<file path="config.mk">
export PLATFORM = sky130hd
export DESIGN_NAME = sgm_sqrt
export DESIGN_NICKNAME = d
export VERILOG_FILES = /design/src/sv/sgm_pkg.sv /design/src/sv/sgm_sqrt.sv
export SDC_FILE = /design/constraint.sdc
export NUM_CORES = 1
export LEC_CHECK = 0
export ABC_AREA = 1
export BUFFER_PORTS_ARGS = -buffer_cell sky130_fd_sc_hd__buf_2
export CAP_MARGIN = 20
export CORE_MARGIN = 5
export CORE_UTILIZATION = 55
export DETAILED_ROUTE_END_ITERATION = 7
export PLACE_DENSITY = 0.73
export SYNTH_ARGS = -nofsm -noshare
export SYNTH_HDL_FRONTEND = slang
export SYNTH_SLANG_ARGS = --single-unit
</file>
<file path="constraint.sdc">
create_clock -name clk -period 4.95 [get_ports clk]
set_input_delay 0.99 -clock clk [delete_from_list [all_inputs] [get_ports clk]]
set_output_delay 0.99 -clock clk [all_outputs]
set_load 0.05 [all_outputs]
</file>
<file path="src/sv/sgm_pkg.sv">
// ----------------------------------------------------------------------------
// sgm_pkg
// Shared constants and types for the Sobel gradient magnitude unit.
// ----------------------------------------------------------------------------
package sgm_pkg;

  localparam int MAX_WIDTH  = 1024;
  localparam int PIXEL_BITS = 8;
  localparam int COL_W      = $clog2(MAX_WIDTH);
  localparam int CFG_W_W    = 11;
  localparam int CFG_H_W    = 13;
  localparam int ROW_W      = 13;
  localparam int ABS_W      = PIXEL_BITS + 2;
  localparam int GRAD_W     = PIXEL_BITS + 3;
  localparam int SQ_W       = 2 * ABS_W;
  localparam int MAG_W      = 11;
  localparam int RAD_W      = 2 * MAG_W - 1;
  localparam int WORD_W     = 2 * PIXEL_BITS;

  localparam logic [CFG_W_W-1:0] WIDTH_RESET  = CFG_W_W'(640);
  localparam logic [CFG_H_W-1:0] HEIGHT_RESET = CFG_H_W'(480);
  localparam logic [CFG_W_W-1:0] WIDTH_MAX    = CFG_W_W'(MAX_WIDTH);

  typedef enum logic {
    REG_WIDTH  = 1'b0,
    REG_HEIGHT = 1'b1
  } reg_idx_t;

  typedef enum logic [2:0] {
    S_CLEAR,
    S_IDLE,
    S_READ,
    S_GRAD,
    S_SQ,
    S_SUM,
    S_ROOT,
    S_OUT
  } state_t;

  typedef struct packed {
    logic             start;
    logic [RAD_W-1:0] radicand;
  } sqrt_req_t;

  typedef struct packed {
    logic             done;
    logic [MAG_W-1:0] root;
  } sqrt_rsp_t;

endpackage

</file>
<file path="src/sv/sgm_sqrt.sv">
// ----------------------------------------------------------------------------
// sgm_sqrt
// Iterative floor square root, one result bit per cycle.
// ----------------------------------------------------------------------------
module sgm_sqrt (
  input  logic               clk,
  input  logic               rst_n,
  input  sgm_pkg::sqrt_req_t req,
  output sgm_pkg::sqrt_rsp_t rsp
);

  localparam logic [sgm_pkg::RAD_W-1:0] TOP_BIT =
    sgm_pkg::RAD_W'(1) << (2 * (sgm_pkg::MAG_W - 1));

  logic [sgm_pkg::RAD_W-1:0] rem_r, rem_nxt;
  logic [sgm_pkg::RAD_W-1:0] res_r, res_nxt;
  logic [sgm_pkg::RAD_W-1:0] bit_r, bit_nxt;
  logic                      busy_r, busy_nxt;
  logic                      done_r, done_nxt;
  logic [sgm_pkg::RAD_W-1:0] trial;

  always_comb begin
    trial    = res_r + bit_r;
    rem_nxt  = rem_r;
    res_nxt  = res_r;
    bit_nxt  = bit_r;
    busy_nxt = busy_r;
    done_nxt = 1'b0;
    if (req.start) begin
      rem_nxt  = req.radicand;
      res_nxt  = '0;
      bit_nxt  = TOP_BIT;
      busy_nxt = 1'b1;
    end else if (busy_r) begin
      if (rem_r >= trial) begin
        rem_nxt = rem_r - trial;
        res_nxt = (res_r >> 1) + bit_r;
      end else begin
        res_nxt = res_r >> 1;
      end
      bit_nxt = bit_r >> 2;
      if (bit_nxt == '0) begin
        busy_nxt = 1'b0;
        done_nxt = 1'b1;
      end
    end
  end

  always_ff @(posedge clk) begin
    if (!rst_n) begin
      busy_r <= 1'b0;
      done_r <= 1'b0;
    end else begin
      busy_r <= busy_nxt;
      done_r <= done_nxt;
    end
    rem_r <= rem_nxt;
    res_r <= res_nxt;
    bit_r <= bit_nxt;
  end

  assign rsp.done = done_r;
  assign rsp.root = res_r[sgm_pkg::MAG_W-1:0];

endmodule
</file>
Yosys cells after proc, flatten, opt, wreduce, memory -nomap -nowiden. Index checks and enable logic that the tools add are counted.

Flip-flop bits (word level): 55. Input port bits: 24. Output and inout port bits: 12. Word-level logic and storage cells: 24.

Add/subtract/negate cells: 3. Magnitude comparators: 1. Muxes and demuxes: 8. Bitwise operators: 2. Reductions and logical operators: 5.

Operator list (number): $mux W21 (4); $add A20 B21 Y21 (1); $add A21 B21 Y21 (1); $ge A21 B21 Y1 (1); $logic_not A21 Y1 (1); $sub A21 B21 Y21 (1); $mux W1 (4); $reduce_bool A2 Y1 (2); $reduce_or A3 Y1 (1); $not A1 Y1 (2); $reduce_and A2 Y1 (1).

Depth between registers and ports, before layout.
Depth after elaboration: 5. Gate-level depth with buffers: 23. Mapped depth without buffers: 22.

Worst setup path after synthesis. No wires, ideal clock.

Path type: register to register. From: register res_r[0] in the netlist's numbering. To: register rem_r[0] in the netlist's numbering (enable). Library setup time: 0.378 ns. Data arrival time: 3.098 ns. Setup slack: 1.475 ns. Stages on the path, launching flop included: 17. Clock period less this slack: 3.475 ns. Cell sequence: dfxtp_1 -> ha_1 -> ha_1 -> nand3_1 -> nand2_1 -> nand2_1 -> a21oi_1 -> a21oi_1 -> o21ai_0 -> xnor2_1 -> ha_1 -> nand2_1 -> nor4_4 -> nand2_4 -> nand2_4 -> nand2_1 -> nand2_1.

Cells in the longest elaborated chain, start to end: 4.

Ends and longest elaborated chain: start, declared (RTL line sgm_sqrt.sv:16) `logic [sgm_pkg::RAD_W-1:0] res_r, res_nxt;`; start signal, assigned (RTL line sgm_sqrt.sv:58) `res_r <= res_nxt;`; $add A21 B21 Y21 (RTL line sgm_sqrt.sv:23) `trial = res_r + bit_r;`; $ge A21 B21 Y1 (RTL line sgm_sqrt.sv:35) `if (rem_r >= trial) begin`; $reduce_bool A2 Y1 (no line); $reduce_and A2 Y1 (no line); end signal, assigned (RTL line sgm_sqrt.sv:57) `rem_r <= rem_nxt;`; end, declared (RTL line sgm_sqrt.sv:15) `logic [sgm_pkg::RAD_W-1:0] rem_r, rem_nxt;`.

Every way passes these cells. A chain may end at the register's enable or synchronous reset.

Worst setup path after layout.
From: register res_r[0] in the netlist's numbering. To: register rem_r[7] in the netlist's numbering (enable).

The elaborated chain is that of the path after synthesis.

==> impl_metrics.json <==
{
  "nNetsFinal": 949,
  "holdWs_ps": 508,
  "hp-start": "res_r[0]",
  "drt_wl_total_mm": 15.8,
  "antenna_found_initial": 0,
  "cp_max_fo": 21,
  "worst_ep_required_time_ps": 4960,
  "clock_path_buffers": 2,
  "ant_nets": 0,
  "cts_setup_buffers": 0,
  "htreeDepth": 2,
  "hpwl_mm": 12.4,
  "numCtsBuffers": 5,
  "cts-root-buf": "clkbuf_8",
  "drt-pass1-iter-count": 5,
  "synthesis.nets": 935,
  "grt_max_degree": 51,
  "drc": 0,
  "worstPathArrival_ps": 4250,
  "cp-start-kind": "flip-flop",
  "cap_viol_max_count": 0,
  "synth-seq-cells": 55,
  "cts_hold_buf": 0,
  "total_power_w": 0.00388,
  "syn_area_um2": 5540,
  "crit_start": "res_r[0]",
  "drive_gt1_share_pct": 9.18,
  "grt_pass1_wl_mm": 25.7,
  "slew_headroom_pct": 40.1,
  "post-route-period-util_pct": 85.6,
  "vias": 5622,
  "core-area_um2": 9820,
  "hp-class": "reg -> reg",
  "status": "finished clean",
  "cts_tree": "built",
  "p_leak_nw": 2.71,
  "synth.avg_cell_area_um2": 6.39,
  "wl_per_cell_um": 15.6,
  "hold_viol": 0,
  "endpoint_kind": "flip-flop",
  "ff2ff_setup_slack_ps": 710,
  "ys_types": 45,
  "post-route-util_pct": 59.5,
  "area_growth_pct": 5.56,
  "first_iter_violations": 455,
  "fp.dieW_um": 110,
  "grt-ovfl-total": 0,
  "portBuffers": 35,
  "n_fill_cell": 1038,
  "yosysWarnings": 0,
  "r2r_cells": 17,
  "mostFrequentLayoutCells": "264 x nand2_1, 92 x inv_1, 77 x nor2_1",
  "final_common_cell": "nand2_1",
  "r2r_start": "res_r[0]",
  "finClkSkew_ps": 11.0,
  "holdPathStages": 2,
  "insertedDiodeCount": 0,
  "grtUsageTotal_pct": 27.1,
  "ios": 36,
  "insertion_delay_ps": 330,
  "dieArea_um2": 12200,
  "cts_sinks": 55,
  "rsz0062_at_grt": "no",
  "place_congestion": 0.967,
  "rows": 36,
  "critPathKind": "reg -> reg",
  "netlist_instances": 867,
  "finalSetupViolCount": 0,
  "cts.clk_slew.worst_paths_ps": 110,
  "async_reset_ff_share_pct": 0,
  "p_per_area_nw_per_um2": 665,
  "vias_per_cell": 5.54,
  "initial_core_util_pct": 56.4,
  "period_minus_slack_ps": 4240,
  "worst_pin_slew_ps": 898,
  "yosysSeqAreaShare_pct": 23.7,
  "fmax_mhz": 236,
  "worst_ir_drop_vdd_mv": 0.388,
  "setup_tns_ps": 0,
  "synth-edff-count": 21,
  "grt_pass1_vias": 5165,
  "drv_slew": 0,
  "die_y_um": 110,
  "ctsResizeCount": 0,
  "synthFlopType": "dfxtp_1"
}
[layout make-up]
| type | count | area, um2 | area share, % |
|---|---|---|---|
| Tap cell | 133 | 166 | 2.85 |
| Timing Repair Buffer | 41 | 220 | 3.77 |
| Inverter | 95 | 357 | 6.10 |
| Sequential cell | 55 | 1310 | 22.4 |
| Clock buffer | 8 | 123 | 2.10 |
| Multi-Input combinational cell | 683 | 3670 | 62.8 |
[stage by stage]
stage	setup slack (ps)	cell area, um2	instances
detailed placement	802	5720	1007
global placement	845	5720	1007
global route	436	5850	1015
CTS	775	5850	1015
floorplan	1470	5540	867
finish	714	5850	1015
[cell families after synthesis]
kind of cell	synth area share [%]
buf+inv	10.1
compound gates	13.1
xor+xnor	5.38
flops	23.7
fa+ha+maj	10.1
simple gates	37.7
[power by group]
group          internal [W]  switching (W)  leakage (nW)
clock              0.000162       0.000159        0.0618
sequential         0.000673       0.000170         0.488
combinational      0.000964        0.00176          2.16
[worst max-delay path, cell delays in order (launching register included)]
cell	delay (ps)
dfxtp_1	370
ha_1	280
ha_1	260
nand3_1	90
nand2_1	180
nand2_1	70
a21oi_1	250
a21oi_1	180
o21ai_0	250
xnor2_1	140
ha_1	360
nand2_1	160
nor4_4	380
nand2_4	220
nand2_4	200
nand2_1	110
nand2_1	80
buf_4	310
[state kept, by name, indices dropped and copies added, names as in the netlist]
signal / count
bit_r: 11
done_r: 1
busy_r: 1
rem_r: 21
res_r: 21
[final timing paths]
| check | to |
|---|---|
| worst max-delay path | rem_r[7] |
| worst min-delay path | res_r[0] |
| worst max register to register | rem_r[7] |
| worst min register to register | res_r[0] |
[metal layers]
metal	GRT usage, %	part of all wire (%)	up-vias
li1	-	-	2859
met2	41.5	42	206
met5	0	0	-
met1	39.9	48	2538
met3	4.08	8.3	19
met4	6.95	1.3	0
[Yosys cell counts, types with 6 or more instances]
cell / n / share of area [%]
nand2_1: 264 / 18
inv_1: 92 / 6.2
nor2_1: 77 / 5.2
nand3_1: 73 / 6.6
a21oi_1: 52 / 4.7
ha_1: 43 / 9.7
o21ai_0: 42 / 3.8
dfxtp_1: 34 / 12
edfxtp_1: 21 / 11
xor2_1: 21 / 3.3
nand4_1: 13 / 1.5
xnor2_1: 13 / 2.1
buf_4: 12 / 1.6
clkbuf_1: 12 / 0.81
nor3_1: 12 / 1.1
nand2_2: 11 / 1.2
nand3b_1: 9 / 1.2
buf_2: 8 / 0.72
o21bai_1: 7 / 0.95
a21oi_2: 6 / 0.95
Power figures use the tool's default switching activity.
